[src/design/czcp_pkg.sv]
`default_nettype none
package czcp_pkg;
   localparam int SAMPLE_BITS_DEF   = 16;
   localparam int POSITION_BITS_DEF = 32;
   localparam int CHOP_LEN_BITS_DEF = 16;

   localparam int RATE_W     = 18;
   localparam int MIN_LEN_W  = 16;
   localparam int MAX_LEN_W  = 16;
   localparam int CSR_DATA_W = 18;
   localparam int CSR_IDX_W  = 2;
   localparam int INDEX_W    = 24;
   localparam int OUT_POS_W  = 32;
   localparam int NOTE_W     = 7;
   localparam int EDGE_W     = 29;
   localparam int EDGE_IDX_W = 4;
   localparam int SHIFT_W    = 3;

   localparam logic [CSR_DATA_W-1:0] RATE_RESET    = 18'd44100;
   localparam logic [MIN_LEN_W-1:0]  MIN_LEN_RESET = 16'd1984;
   localparam logic [MAX_LEN_W-1:0]  MAX_LEN_RESET = 16'd11466;

   localparam int HZ_LO_X2 = 60;
   localparam int HZ_HI_X2 = 10000;

   localparam logic [NOTE_W-1:0] LOW_NOTE   = 7'd23;
   localparam logic [NOTE_W-1:0] FIRST_NOTE = 7'd24;
   localparam logic [NOTE_W-1:0] TOP_NOTE   = 7'd111;
   localparam logic [EDGE_IDX_W-1:0] FIRST_EDGE = 4'd8;
   localparam logic [EDGE_IDX_W-1:0] LAST_EDGE  = 4'd11;
   localparam logic [SHIFT_W-1:0]    FIRST_SHIFT = 3'd7;

   localparam logic [EDGE_W-1:0] NOTE_EDGE [12] = '{
      29'd167899932, 29'd177883782, 29'd188461300, 29'd199667791,
      29'd211540656, 29'd224119517, 29'd237446357, 29'd251565651,
      29'd266524521, 29'd282372897, 29'd299163664, 29'd316952858
   };

   typedef enum logic [CSR_IDX_W-1:0] {
      CSR_SAMPLE_RATE = 2'd0,
      CSR_MIN_CHOP    = 2'd1,
      CSR_MAX_CHOP    = 2'd2,
      CSR_UNUSED      = 2'd3
   } csr_index_type;

   typedef struct packed {
      logic accept;
      logic mul_num;
      logic range_chk;
      logic mul_edge;
      logic cmp_edge;
      logic load;
   } ctrl_cmd_type;

   typedef struct packed {
      logic emit;
      logic bad;
      logic last_note;
      logic out_free;
   } ctrl_status_type;
endpackage
`default_nettype wire

[src/design/czcp_channels.sv]
`default_nettype none
interface czcp_req_if #(parameter int SAMPLE_BITS = 16);
   logic                          valid;
   logic                          ready;
   logic signed [SAMPLE_BITS-1:0] sample;
   logic                          stream_end;
   modport source (output valid, sample, stream_end, input ready);
   modport sink   (input valid, sample, stream_end, output ready);
endinterface

interface czcp_rsp_if;
   logic        valid;
   logic        ready;
   logic [23:0] chop_index;
   logic [31:0] start_position;
   logic [31:0] end_position;
   logic        note_valid;
   logic [6:0]  note_number;
   logic        file_done;
   modport source (output valid, chop_index, start_position, end_position,
                   note_valid, note_number, file_done, input ready);
   modport sink   (input valid, chop_index, start_position, end_position,
                   note_valid, note_number, file_done, output ready);
endinterface
`default_nettype wire

[src/design/czcp_ctrl.sv]
`default_nettype none
module czcp_ctrl
   import czcp_pkg::*;
(
   input  wire logic            clock,
   input  wire logic            reset,
   input  wire logic            req_valid,
   output logic                 req_ready,
   input  wire ctrl_status_type status,
   output ctrl_cmd_type         cmd
);
   typedef enum logic [5:0] {
      ST_IDLE  = 6'b000001,
      ST_MULN  = 6'b000010,
      ST_RANGE = 6'b000100,
      ST_MULE  = 6'b001000,
      ST_CMPE  = 6'b010000,
      ST_FIN   = 6'b100000
   } state_type;

   state_type state_ff, state_in;

   assign req_ready = (state_ff == ST_IDLE);

   always_comb begin
      cmd           = '0;
      cmd.accept    = req_valid && req_ready;
      cmd.mul_num   = (state_ff == ST_MULN);
      cmd.range_chk = (state_ff == ST_RANGE);
      cmd.mul_edge  = (state_ff == ST_MULE);
      cmd.cmp_edge  = (state_ff == ST_CMPE);
      cmd.load      = (state_ff == ST_FIN) && status.out_free;
   end

   always_comb begin
      state_in = state_ff;
      unique case (state_ff)
         ST_IDLE:  if (cmd.accept && status.emit) state_in = ST_MULN;
         ST_MULN:  state_in = ST_RANGE;
         ST_RANGE: state_in = status.bad ? ST_FIN : ST_MULE;
         ST_MULE:  state_in = ST_CMPE;
         ST_CMPE:  state_in = status.last_note ? ST_FIN : ST_MULE;
         ST_FIN:   if (status.out_free) state_in = ST_IDLE;
         default:  state_in = ST_IDLE;
      endcase
   end

   always_ff @(posedge clock) begin
      if (reset) state_ff <= ST_IDLE;
      else       state_ff <= state_in;
   end

`ifndef SYNTHESIS
   a_onehot: assert property (@(posedge clock) disable iff (reset) $onehot(state_ff))
      else $error("state not one-hot");
   a_emit_busy: assert property (@(posedge clock) disable iff (reset)
      cmd.accept && status.emit |=> !req_ready)
      else $error("ready after closing chop");
   a_load_idle: assert property (@(posedge clock) disable iff (reset)
      cmd.load |=> req_ready)
      else $error("not idle after load");
`endif
endmodule
`default_nettype wire

[src/design/czcp_datapath.sv]
`default_nettype none
module czcp_datapath
   import czcp_pkg::*;
#(
   parameter int SAMPLE_BITS   = SAMPLE_BITS_DEF,
   parameter int POSITION_BITS = POSITION_BITS_DEF,
   parameter int CHOP_LEN_BITS = CHOP_LEN_BITS_DEF
) (
   input  wire logic                          clock,
   input  wire logic                          reset,
   input  wire logic signed [SAMPLE_BITS-1:0] req_sample,
   input  wire logic                          req_stream_end,
   input  wire logic                          csr_we,
   input  wire logic [CSR_IDX_W-1:0]          csr_index,
   input  wire logic [CSR_DATA_W-1:0]         csr_wdata,
   input  wire ctrl_cmd_type                  cmd,
   output ctrl_status_type                    status,
   czcp_rsp_if.source                         rsp
);
   localparam int L   = CHOP_LEN_BITS;
   localparam int LW  = (L > MAX_LEN_W) ? L : MAX_LEN_W;
   localparam int NUM_W  = L + RATE_W;
   localparam int PROD_W = L + EDGE_W;
   localparam int LHS_W  = NUM_W + 16 + 7;
   localparam logic [L-1:0] LEN_MAX = {L{1'b1}};

   logic [RATE_W-1:0]    rate_ff;
   logic [MIN_LEN_W-1:0] min_ff;
   logic [MAX_LEN_W-1:0] max_ff;

   logic [POSITION_BITS-1:0]      pos_ff, start_ff;
   logic [INDEX_W-1:0]            count_ff;
   logic [L-1:0]                  samples_ff, cross_ff;
   logic signed [SAMPLE_BITS-1:0] prior_ff;

   logic [INDEX_W-1:0]       c_idx_ff;
   logic [POSITION_BITS-1:0] c_start_ff, c_end_ff;
   logic                     c_last_ff;
   logic [L-1:0]             c_cross_ff, c_len_ff;
   logic [NUM_W-1:0]         num_ff;
   logic [PROD_W-1:0]        prod_ff;
   logic                     bad_ff;
   logic [NOTE_W-1:0]        note_ff, n_ff;
   logic [EDGE_IDX_W-1:0]    k_ff;
   logic [SHIFT_W-1:0]       sh_ff;

   logic                     rsp_valid_ff;
   logic [INDEX_W-1:0]       o_idx_ff;
   logic [OUT_POS_W-1:0]     o_start_ff, o_end_ff;
   logic                     o_nv_ff, o_last_ff;
   logic [NOTE_W-1:0]        o_note_ff;

   logic                     crossing, full;
   logic [L-1:0]             samples_in, cross_in;
   logic [POSITION_BITS-1:0] pos_in;
   logic [NUM_W-1:0]         lo_lim, hi_lim;
   logic                     bad_in;
   logic [LHS_W-1:0]         lhs, rhs;

   always_comb begin
      crossing = (samples_ff != '0) &&
                 ((prior_ff <= 0 && req_sample > 0) || (prior_ff >= 0 && req_sample < 0));
      cross_in   = (crossing && cross_ff < LEN_MAX) ? cross_ff + 1'b1 : cross_ff;
      samples_in = samples_ff + 1'b1;
      pos_in     = pos_ff + 1'b1;
      full       = (LW'(samples_in) >= LW'(max_ff)) || (samples_in == LEN_MAX);
      status.emit = full || (req_stream_end && (LW'(samples_in) > LW'(min_ff)));
      lo_lim = NUM_W'(c_len_ff) * NUM_W'(HZ_LO_X2);
      hi_lim = NUM_W'(c_len_ff) * NUM_W'(HZ_HI_X2);
      bad_in = (c_cross_ff < L'(2)) || (num_ff < lo_lim) || (num_ff > hi_lim);
      lhs = LHS_W'(num_ff) << (5'd16 + {2'b00, sh_ff});
      rhs = LHS_W'({prod_ff, 1'b0});
      status.bad       = bad_in;
      status.last_note = (n_ff == TOP_NOTE);
      status.out_free  = !rsp_valid_ff || rsp.ready;
   end

   always_ff @(posedge clock) begin
      if (reset) begin
         rate_ff <= RATE_W'(RATE_RESET);
         min_ff  <= MIN_LEN_RESET;
         max_ff  <= MAX_LEN_RESET;
      end else if (csr_we) begin
         unique case (csr_index_type'(csr_index))
            CSR_SAMPLE_RATE: rate_ff <= csr_wdata[RATE_W-1:0];
            CSR_MIN_CHOP:    min_ff  <= csr_wdata[MIN_LEN_W-1:0];
            CSR_MAX_CHOP:    max_ff  <= csr_wdata[MAX_LEN_W-1:0];
            CSR_UNUSED:      ;
         endcase
      end
   end

   always_ff @(posedge clock) begin
      if (reset) begin
         pos_ff <= '0; start_ff <= '0; count_ff <= '0;
         samples_ff <= '0; cross_ff <= '0; prior_ff <= '0;
      end else if (cmd.accept) begin
         if (req_stream_end) begin
            pos_ff <= '0; start_ff <= '0; count_ff <= '0;
            samples_ff <= '0; cross_ff <= '0; prior_ff <= '0;
         end else begin
            pos_ff   <= pos_in;
            prior_ff <= req_sample;
            if (status.emit) begin
               count_ff   <= count_ff + 1'b1;
               start_ff   <= pos_in;
               samples_ff <= '0;
               cross_ff   <= '0;
            end else begin
               samples_ff <= samples_in;
               cross_ff   <= cross_in;
            end
         end
      end
   end

   always_ff @(posedge clock) begin
      if (cmd.accept && status.emit) begin
         c_idx_ff   <= count_ff;
         c_start_ff <= start_ff;
         c_end_ff   <= pos_in;
         c_last_ff  <= req_stream_end;
         c_cross_ff <= cross_in;
         c_len_ff   <= samples_in;
      end
      if (cmd.mul_num) num_ff <= NUM_W'(c_cross_ff) * NUM_W'(rate_ff);
      if (cmd.range_chk) begin
         bad_ff  <= bad_in;
         note_ff <= LOW_NOTE;
         n_ff    <= FIRST_NOTE;
         k_ff    <= FIRST_EDGE;
         sh_ff   <= FIRST_SHIFT;
      end
      if (cmd.mul_edge) prod_ff <= PROD_W'(c_len_ff) * PROD_W'(NOTE_EDGE[k_ff]);
      if (cmd.cmp_edge) begin
         if (lhs >= rhs) note_ff <= note_ff + 1'b1;
         n_ff <= n_ff + 1'b1;
         if (k_ff == LAST_EDGE) begin
            k_ff  <= '0;
            sh_ff <= sh_ff - 1'b1;
         end else begin
            k_ff <= k_ff + 1'b1;
         end
      end
   end

   always_ff @(posedge clock) begin
      if (reset) rsp_valid_ff <= 1'b0;
      else if (cmd.load) rsp_valid_ff <= 1'b1;
      else if (rsp.ready) rsp_valid_ff <= 1'b0;
   end

   always_ff @(posedge clock) begin
      if (cmd.load) begin
         o_idx_ff   <= c_idx_ff;
         o_start_ff <= OUT_POS_W'(c_start_ff);
         o_end_ff   <= OUT_POS_W'(c_end_ff);
         o_nv_ff    <= !bad_ff;
         o_note_ff  <= bad_ff ? '0 : note_ff;
         o_last_ff  <= c_last_ff;
      end
   end

   assign rsp.valid          = rsp_valid_ff;
   assign rsp.chop_index     = o_idx_ff;
   assign rsp.start_position = o_start_ff;
   assign rsp.end_position   = o_end_ff;
   assign rsp.note_valid     = o_nv_ff;
   assign rsp.note_number    = o_note_ff;
   assign rsp.file_done      = o_last_ff;

`ifndef SYNTHESIS
   a_len: assert property (@(posedge clock) disable iff (reset) samples_ff != LEN_MAX)
      else $error("chop length at limit");
   a_cross: assert property (@(posedge clock) disable iff (reset)
      samples_ff == '0 |-> cross_ff == '0)
      else $error("crossings in empty chop");
   a_note: assert property (@(posedge clock) disable iff (reset)
      rsp_valid_ff && o_nv_ff |-> o_note_ff >= LOW_NOTE && o_note_ff <= TOP_NOTE)
      else $error("note out of range");
`endif
endmodule
`default_nettype wire

[src/design/chop_zero_crossing_pitch_unit.sv]
// A sample that leaves its chop open is taken in idle; a closing sample
// passes the multiply and range-check states and, if the pitch is kept,
// the note search (88 note thresholds, one multiply and one compare each),
// then waits for the result slot. One sample per cycle inside a chop; a
// chop close holds input until the result loads. Reset (synchronous,
// active high) clears stream, chop, result state, loads register defaults.
`default_nettype none
module chop_zero_crossing_pitch_unit
   import czcp_pkg::*;
#(
   parameter int SAMPLE_BITS   = SAMPLE_BITS_DEF,
   parameter int POSITION_BITS = POSITION_BITS_DEF,
   parameter int CHOP_LEN_BITS = CHOP_LEN_BITS_DEF
) (
   input  wire logic                  clock,
   input  wire logic                  reset,
   czcp_req_if.sink                   req,
   czcp_rsp_if.source                 rsp,
   input  wire logic                  csr_we,
   input  wire logic [CSR_IDX_W-1:0]  csr_index,
   input  wire logic [CSR_DATA_W-1:0] csr_wdata
);
   ctrl_cmd_type    cmd;
   ctrl_status_type status;
   logic            ready;

   assign req.ready = ready;

   czcp_ctrl u_ctrl (
      .clock     (clock),
      .reset     (reset),
      .req_valid (req.valid),
      .req_ready (ready),
      .status    (status),
      .cmd       (cmd)
   );

   czcp_datapath #(
      .SAMPLE_BITS   (SAMPLE_BITS),
      .POSITION_BITS (POSITION_BITS),
      .CHOP_LEN_BITS (CHOP_LEN_BITS)
   ) u_datapath (
      .clock          (clock),
      .reset          (reset),
      .req_sample     (req.sample),
      .req_stream_end (req.stream_end),
      .csr_we         (csr_we),
      .csr_index      (csr_index),
      .csr_wdata      (csr_wdata),
      .cmd            (cmd),
      .status         (status),
      .rsp            (rsp)
   );
endmodule
`default_nettype wire

[src/flat_wrapper.sv]
// flat-port wrapper written by rule: the top's interface ports become plain ports
module chop_zero_crossing_pitch_unit_flat import czcp_pkg::*;
#(
   parameter int SAMPLE_BITS   = SAMPLE_BITS_DEF,
   parameter int POSITION_BITS = POSITION_BITS_DEF,
   parameter int CHOP_LEN_BITS = CHOP_LEN_BITS_DEF
)
  (clock, reset, csr_we, csr_index, csr_wdata, req_valid, req_sample, req_stream_end, req_ready, rsp_valid, rsp_chop_index, rsp_start_position, rsp_end_position, rsp_note_valid, rsp_note_number, rsp_file_done, rsp_ready);
  czcp_req_if #(.SAMPLE_BITS(SAMPLE_BITS)) req_i ();
  czcp_rsp_if rsp_i ();
  input  wire logic clock;
  input  wire logic reset;
  input  wire logic csr_we;
  input  wire logic [CSR_IDX_W-1:0] csr_index;
  input  wire logic [CSR_DATA_W-1:0] csr_wdata;
  input wire logic [$bits(req_i.valid)-1:0] req_valid;
  input wire logic [$bits(req_i.sample)-1:0] req_sample;
  input wire logic [$bits(req_i.stream_end)-1:0] req_stream_end;
  output wire logic [$bits(req_i.ready)-1:0] req_ready;
  output wire logic [$bits(rsp_i.valid)-1:0] rsp_valid;
  output wire logic [$bits(rsp_i.chop_index)-1:0] rsp_chop_index;
  output wire logic [$bits(rsp_i.start_position)-1:0] rsp_start_position;
  output wire logic [$bits(rsp_i.end_position)-1:0] rsp_end_position;
  output wire logic [$bits(rsp_i.note_valid)-1:0] rsp_note_valid;
  output wire logic [$bits(rsp_i.note_number)-1:0] rsp_note_number;
  output wire logic [$bits(rsp_i.file_done)-1:0] rsp_file_done;
  input wire logic [$bits(rsp_i.ready)-1:0] rsp_ready;
  assign req_i.valid = req_valid;
  assign req_i.sample = req_sample;
  assign req_i.stream_end = req_stream_end;
  assign req_ready = req_i.ready;
  assign rsp_valid = rsp_i.valid;
  assign rsp_chop_index = rsp_i.chop_index;
  assign rsp_start_position = rsp_i.start_position;
  assign rsp_end_position = rsp_i.end_position;
  assign rsp_note_valid = rsp_i.note_valid;
  assign rsp_note_number = rsp_i.note_number;
  assign rsp_file_done = rsp_i.file_done;
  assign rsp_i.ready = rsp_ready;
  chop_zero_crossing_pitch_unit #(.SAMPLE_BITS(SAMPLE_BITS), .POSITION_BITS(POSITION_BITS), .CHOP_LEN_BITS(CHOP_LEN_BITS)) u_core (.clock(clock), .reset(reset), .req(req_i), .rsp(rsp_i), .csr_we(csr_we), .csr_index(csr_index), .csr_wdata(csr_wdata));
endmodule
[config.mk]
export PLATFORM = sky130hd
export DESIGN_NAME = chop_zero_crossing_pitch_unit_flat
export DESIGN_NICKNAME = d
export VERILOG_FILES = /design/src/design/czcp_pkg.sv /design/src/design/czcp_channels.sv /design/src/design/czcp_ctrl.sv /design/src/design/czcp_datapath.sv /design/src/design/chop_zero_crossing_pitch_unit.sv /design/src/flat_wrapper.sv
export SDC_FILE = /design/constraint.sdc
export NUM_CORES = 2
export LEC_CHECK = 0
export ABC_AREA = 1
export ABC_CLOCK_PERIOD_IN_PS = 8000
export BUFFER_PORTS_ARGS = -buffer_cell sky130_fd_sc_hd__buf_2
export CORE_UTILIZATION = 40
export DETAILED_ROUTE_END_ITERATION = 7
export PLACE_DENSITY = 0.66
export SETUP_SLACK_MARGIN = 0.02
export SLEW_MARGIN = 20
export SYNTH_ARGS = -nofsm -noshare
export SYNTH_HDL_FRONTEND = slang
export SYNTH_SLANG_ARGS = --single-unit
[constraint.sdc]
create_clock -name clock -period 8 [get_ports clock]
set_clock_uncertainty 0.2 [all_clocks]
set_input_delay 1.2 -clock clock [delete_from_list [all_inputs] [get_ports clock]]
set_output_delay 1.2 -clock clock [all_outputs]
set_load 0.02 [all_outputs]
; Word-level counts from Yosys, hierarchy flattened
; Memory sizes are Yosys's and may differ from the RTL's.
; Cells that the tools add are included.
[classes]
shift = 1
n_bitwise = 1
n_lt_le_gt_ge = 12
n_mul = 4
reduce_logical = 26
n_eq_ne = 13
n_addsub = 9
n_mux = 31
[ops]
columns = op, n
row1 = 16-bit two-way mux, 6
row2 = 32-bit two-way mux, 3
row3 = 29-bit two-way mux, 2
row4 = 57-bit by 46-bit >= comparator with 1-bit output, 1
row5 = 34-bit by 5-bit left shift with 57-bit output, 1
row6 = 24-bit two-way mux, 2
row7 = 16-bit by 29-bit multiplier with 45-bit output, 1
row8 = 6-bit case mux with 6 select lines, 1
row9 = 7-bit two-way mux, 5
row10 = 34-bit by 30-bit greater-than comparator with 1-bit output, 1
row11 = 34-bit by 22-bit < comparator with 1-bit output, 1
row12 = 16-bit by 18-bit multiplier with 34-bit output, 1
row13 = "16-bit by 1-bit adder with 16-bit output, second input constant", 2
row14 = "32-bit by 1-bit adder with 32-bit output, second input constant", 1
row15 = "16-bit by 10-bit multiplier with 26-bit output, second input constant", 1
row16 = "24-bit by 1-bit adder with 24-bit output, second input constant", 1
row17 = 6-bit two-way mux, 4
row18 = "16-bit by 4-bit multiplier with 20-bit output, second input constant", 1
row19 = "16-bit equality test, second input constant", 1
row20 = "16-bit by 1-bit >= comparator with 1-bit output, second input constant", 1
row21 = 16-bit >= comparator, 1
row22 = "16-bit by 1-bit greater-than comparator with 1-bit output, second input constant", 1
row23 = 16-bit greater-than comparator, 1
row24 = "16-bit by 1-bit less-or-equal comparator with 1-bit output, second input constant", 1
row25 = 31 further kinds, 56
[word_totals]
in_bits = 42
mem_bits_ro = 464
register_bits = 512
memories = 1
[mem_list]
columns = memory, words, word_bits, read_ports, rd_ports_with_merged_regs, wr, line
row1 = (no name shown), 16, 29, 1, 0, 0, czcp_datapath.sv:134  ; if (cmd.mul_edge) prod_ff <= PROD_W'(c_len_ff) * PROD_W'(NOTE_EDGE[k_ff]);

; Depth between registers and ports, before layout
[depth]
depth_word = 8
ltp_mapped = 36
mapped_depth_nobuf = 34

; Cells and area by module
; From an unflattened synthesis, not the netlist that was laid out.
[hier_totals]
cells_unflattened = 6190
area_unflattened_um2 = 51814.7
[modules_own_cells]
columns = module, instances, cells_each, area_each_um2, seq_area_each_um2
row1 = czcp_datapath, 1, 6132, 51431.8, 13222.7
row2 = czcp_ctrl, 1, 58, 382.9, 120.1

; Worst setup path after synthesis
; OpenSTA, ideal clock, no wires.
[synth_path]
path_type = reg-to-reg
startpoint = register u_core.u_datapath.k_ff[1]
endpoint = register u_core.u_datapath.prod_ff[29], data pin
setup_ns = 0.252
setup_slack_ns = 0.874
synth_period_minus_slack_ns = 7.126
arrival_ns = 6.673
path_buffers = 0
stages_incl_launch_ff = 27
cell_sequence = edfxtp_1 -> inv_1 -> ha_1 -> inv_1 -> a221oi_1 -> clkinv_1 -> nor2_1 -> fa_1 -> inv_1 -> fa_1 -> fa_1 -> fa_1 -> inv_1 -> fa_1 -> inv_1 -> fa_1 -> inv_1 -> ha_1 -> nand2_1 -> nor2_1 -> inv_1 -> o21ai_0 -> a21boi_0 -> o21ai_0 -> nand2_1 -> nand3_1 -> nand2_1
[synth_via]
elab_chain_len = 5
[synth_rtl]
columns = element, line
row1 = start: declaration, czcp_datapath.sv:44  ; logic [EDGE_IDX_W-1:0] k_ff;
row2 = start signal: assignment, czcp_datapath.sv:142  ; k_ff <= k_ff + 1'b1;
row3 = 4-bit inverter with 5-bit output (implied by the code), czcp_datapath.sv:134
row4 = memory read 16 x 29 bit, n/a
row5 = 29-bit two-way mux (implied by the code) (2 in series), czcp_datapath.sv:134
row6 = 16-bit by 29-bit multiplier with 45-bit output, czcp_datapath.sv:134
row7 = end signal: assignment, czcp_datapath.sv:134
row8 = end: declaration, czcp_datapath.sv:41  ; logic [PROD_W-1:0] prod_ff;
; Every way passes these cells. The select of a mux whose other input is x is not followed.
; A chain may end at the register's enable or synchronous reset.

; Final worst setup path
[layout_path]
startpoint = register u_core.u_datapath.k_ff[2]
endpoint = register u_core.u_datapath.prod_ff[20], data pin
; Same word-level chain as after synthesis.

==> metrics.yaml <==
yosys:
  synth_cell_types: 51
  postSynthAreaPerCell_um2: 8.20
  seq_area_frac_synth_pct: 25.4
  synthArstFlopShare_pct: 0
  netlist_area_um2: 52500
  synth_seq_cells: 512
  synthesis.nets: 7531
  synth.area.top_cells: "fa_1 25%, edfxtp_1 18%, ha_1 10%"
  synth.top_cell.area_share_pct: 24.7
  postSynthCellCount: 6404
  synth-edff-count: 309
  ys_warn_count: 0
  yosysTopAreaCell: "fa_1"
  synth-main-ff-cell: "edfxtp_1"
layout:
  fin_util_pct: 44.3
  fillers: 13000
  final_common_cell: "nand2_1"
  drive_gt1_share_pct: 6.14
  finalNetCount: 7644
  synthToLayoutAreaGrowth_pct: 9.52
  final_cell_mix: "1439 x nand2_1, 1306 x inv_1, 648 x fa_1"
clock_network:
  cts_tree: "done"
  cts_made_buffers: 53
  holdBufCountCts: 0
  path_clk_slew_ns: 0.07
  htree_levels: 2
  cts_buffer_depth: 3
  cts.sinks: 512
  clock_latency_ns: 0.64
  root_buffer: "clkbuf_16"
placed_design:
  routabilityCongestion: 0.986
  place_ws_ns: 0.152
  portBuffers: 140
  dp_hpwl_mm: 122
drt:
  drtIter0Drc: 3145
  wl_per_cell_um: 18.4
  vias: 42300
  remaining_drc_errors: 0
  via_per_inst: 5.09
  drtPass1Iterations: 7
  detail-route-antenna-nets: 0
  drt_wl_total_mm: 153
timing:
  hold_viol: 0
  slew_violations: 0
  fin_crit_sh_pct: 94.6
  setup_viol: 0
  worst_pin_slew_ns: 1.12
  setup_tns_ns: 0
  rsz0062_at_grt: "false"
  worst_slack_ns: 0.431
  period_minus_slack_ns: 7.57
  relSlewSlack_pct: 25.1
  max_freq_mhz: 132
  hold_ws_ns: 0.215
global_route:
  gr-total-overflow: 0
  grt_pass1_vias: 43300
  grt_use_total_pct: 23.5
  grt_pass1_wl_mm: 243
  antenna_found_initial: 4
  grt_max_degree: 79
power:
  leakage_uw: 0.0283
  swShare_pct: 31.3
  intPower_uw: 5030
  pwr-share-clk_pct: 35.9
  peakVddDrop_v: 0.000157
  p_sw_uw: 2300
  seq_power_share_pct: 39.8
  powerDensity_nw_per_um2: 127
  p_comb_share_pct: 24.3
run:
  drv_cap: 0
status:
  status: "complete, no violations"
worst_hold_path:
  hp-class: "register to register"
floorplanning:
  die_x_um: 364
  initial_utilization_pct: 40.5
  pin_count: 141
  dieHeight_um: 364
  rows: 132
  dieArea_um2: 133000
  coreArea_um2: 130000
critical_path:
  startpoint_type: "register"
  cp.arrival_ns: 7.76
  critPathRequiredTime_ns: 8.19
  worstPathMaxFanout: 13
  worstSetupPathType: "register to register"
  cp-end-kind: "register"
## cell usage after synthesis (4+ instances only)
cell type / n
a211oi_1: 11
a21boi_0: 8
a21o_1: 17
a21oi_1: 254
a22oi_1: 17
a31oi_1: 29
and2_1: 5
and3_1: 5
buf_1: 24
buf_2: 16
buf_4: 7
clkbuf_1: 176
clkinv_1: 15
dfxtp_1: 203
edfxtp_1: 309
fa_1: 648
ha_1: 437
inv_1: 1309
inv_2: 4
mux2i_1: 6
nand2_1: 1441
nand3_1: 217
nand3b_1: 7
nand4_1: 60
nor2_1: 644
nor2_2: 6
nor3_1: 66
nor3b_1: 5
nor4_1: 19
o211ai_1: 18
o21a_1: 6
o21ai_0: 198
o21ai_1: 4
o21bai_1: 16
o221ai_1: 6
or2_2: 8
xnor2_1: 45
xor2_1: 118
## final timing paths
path | to | slack (ns) | depth (start not counted) | startpoint
max reg2reg | u_core.u_datapath.prod_ff[20] | 0.43 | 22 | u_core.u_datapath.k_ff[2]
max | u_core.u_datapath.prod_ff[20] | 0.43 | 22 | u_core.u_datapath.k_ff[2]
min | u_core.u_datapath.rsp.start_position[3] | 0.21 | 0 | u_core.u_datapath.c_start_ff[3]
min reg2reg | u_core.u_datapath.rsp.start_position[3] | 0.21 | 0 | u_core.u_datapath.c_start_ff[3]
## per-layer routing
metal	track usage [%]	routed length, um	vias up
met5	0	13	-
met4	6.91	5130	2
met3	3.82	10700	285
met2	38.7	70700	1433
met1	31.6	66200	20600
li1	-	-	20000
## worst max-delay path, stage by stage, from the launching register on
cell      delay (ns)
edfxtp_1        0.59
nor2_2          0.51
inv_1           0.16
o22ai_1         0.28
buf_4           0.25
nand2_1         0.10
fa_1            0.58
fa_1            0.47
fa_1            0.51
fa_1            0.50
inv_1           0.06
fa_1            0.54
inv_1           0.06
fa_1            0.53
inv_1           0.05
ha_1            0.36
nand2_1         0.13
nor2_1          0.26
nand2_1         0.09
nand2_1         0.21
a21oi_2         0.16
o21ai_0         0.32
xor2_1          0.39
## per-stage QoR
step | power [uW] | cells | cell area (um^2)
6_report | 7320 | 8306 | 57500
5_1_grt | 7710 | 8306 | 57500
4_1_cts | 7370 | 8301 | 57500
3_5_place_dp | 4730 | 8201 | 55600
3_3_place_gp | 4730 | 8201 | 55600
2_1_floorplan | 4200 | 6404 | 52500
## cells by family (layout without fill, tap and decap cells)
family | after synthesis | in the layout | share of synthesized area (%)
other cells | 0 | 2 | 0
simple gates | 2492 | 2492 | 19.2
compound gates | 595 | 595 | 6.28
buf+inv | 1551 | 1709 | 11.2
xor+xnor | 163 | 163 | 2.72
fa+ha+maj | 1085 | 1085 | 35.1
mux | 6 | 6 | 0.114
flops | 512 | 512 | 25.4
## sequential cells by signal, summed over array words and instances, names as in the netlist, 18 cells and up
name	cells
u_core.u_datapath.count_ff	24
u_core.u_datapath.rsp.start_position	32
u_core.u_datapath.c_idx_ff	24
u_core.u_datapath.c_end_ff	32
u_core.u_datapath.rsp.end_position	32
u_core.u_datapath.c_start_ff	32
u_core.u_datapath.rsp.chop_index	24
u_core.u_datapath.start_ff	32
u_core.u_datapath.num_ff	34
u_core.u_datapath.rate_ff	18
u_core.u_datapath.prod_ff	45
u_core.u_datapath.pos_ff	32
## repair_timing
item / in CTS / in global routing
gates resized for setup: 0 / 7
setup buffers: 0 / 3
setup endpoints to repair: 0 / 26
hold endpoints to repair: 0 / 0
## layout make-up
cell class	count	area, um^2	area share, %
tap	1742	2180	3.79
sequential	512	13300	23.2
clock buffer	73	1500	2.61
antenna	2	5.00	0.00870
clock inverter	27	373	0.648
inverter	1328	4990	8.67
multi-input combinational	4341	33300	58.0
timing repair buffer	281	1770	3.08
## power by group through the flow
| stage | clock [uW] | combinational [uW] | sequential [uW] |
|---|---|---|---|
| 2_1_floorplan | 0 | 1260 | 2950 |
| 3_3_place_gp | 0 | 1760 | 2970 |
| 3_5_place_dp | 0 | 1760 | 2970 |
| 4_1_cts | 2680 | 1780 | 2910 |
| 5_1_grt | 2780 | 2020 | 2920 |
| 6_report | 2630 | 1780 | 2920 |
Note: power is estimated with default switching activity, not from simulation.
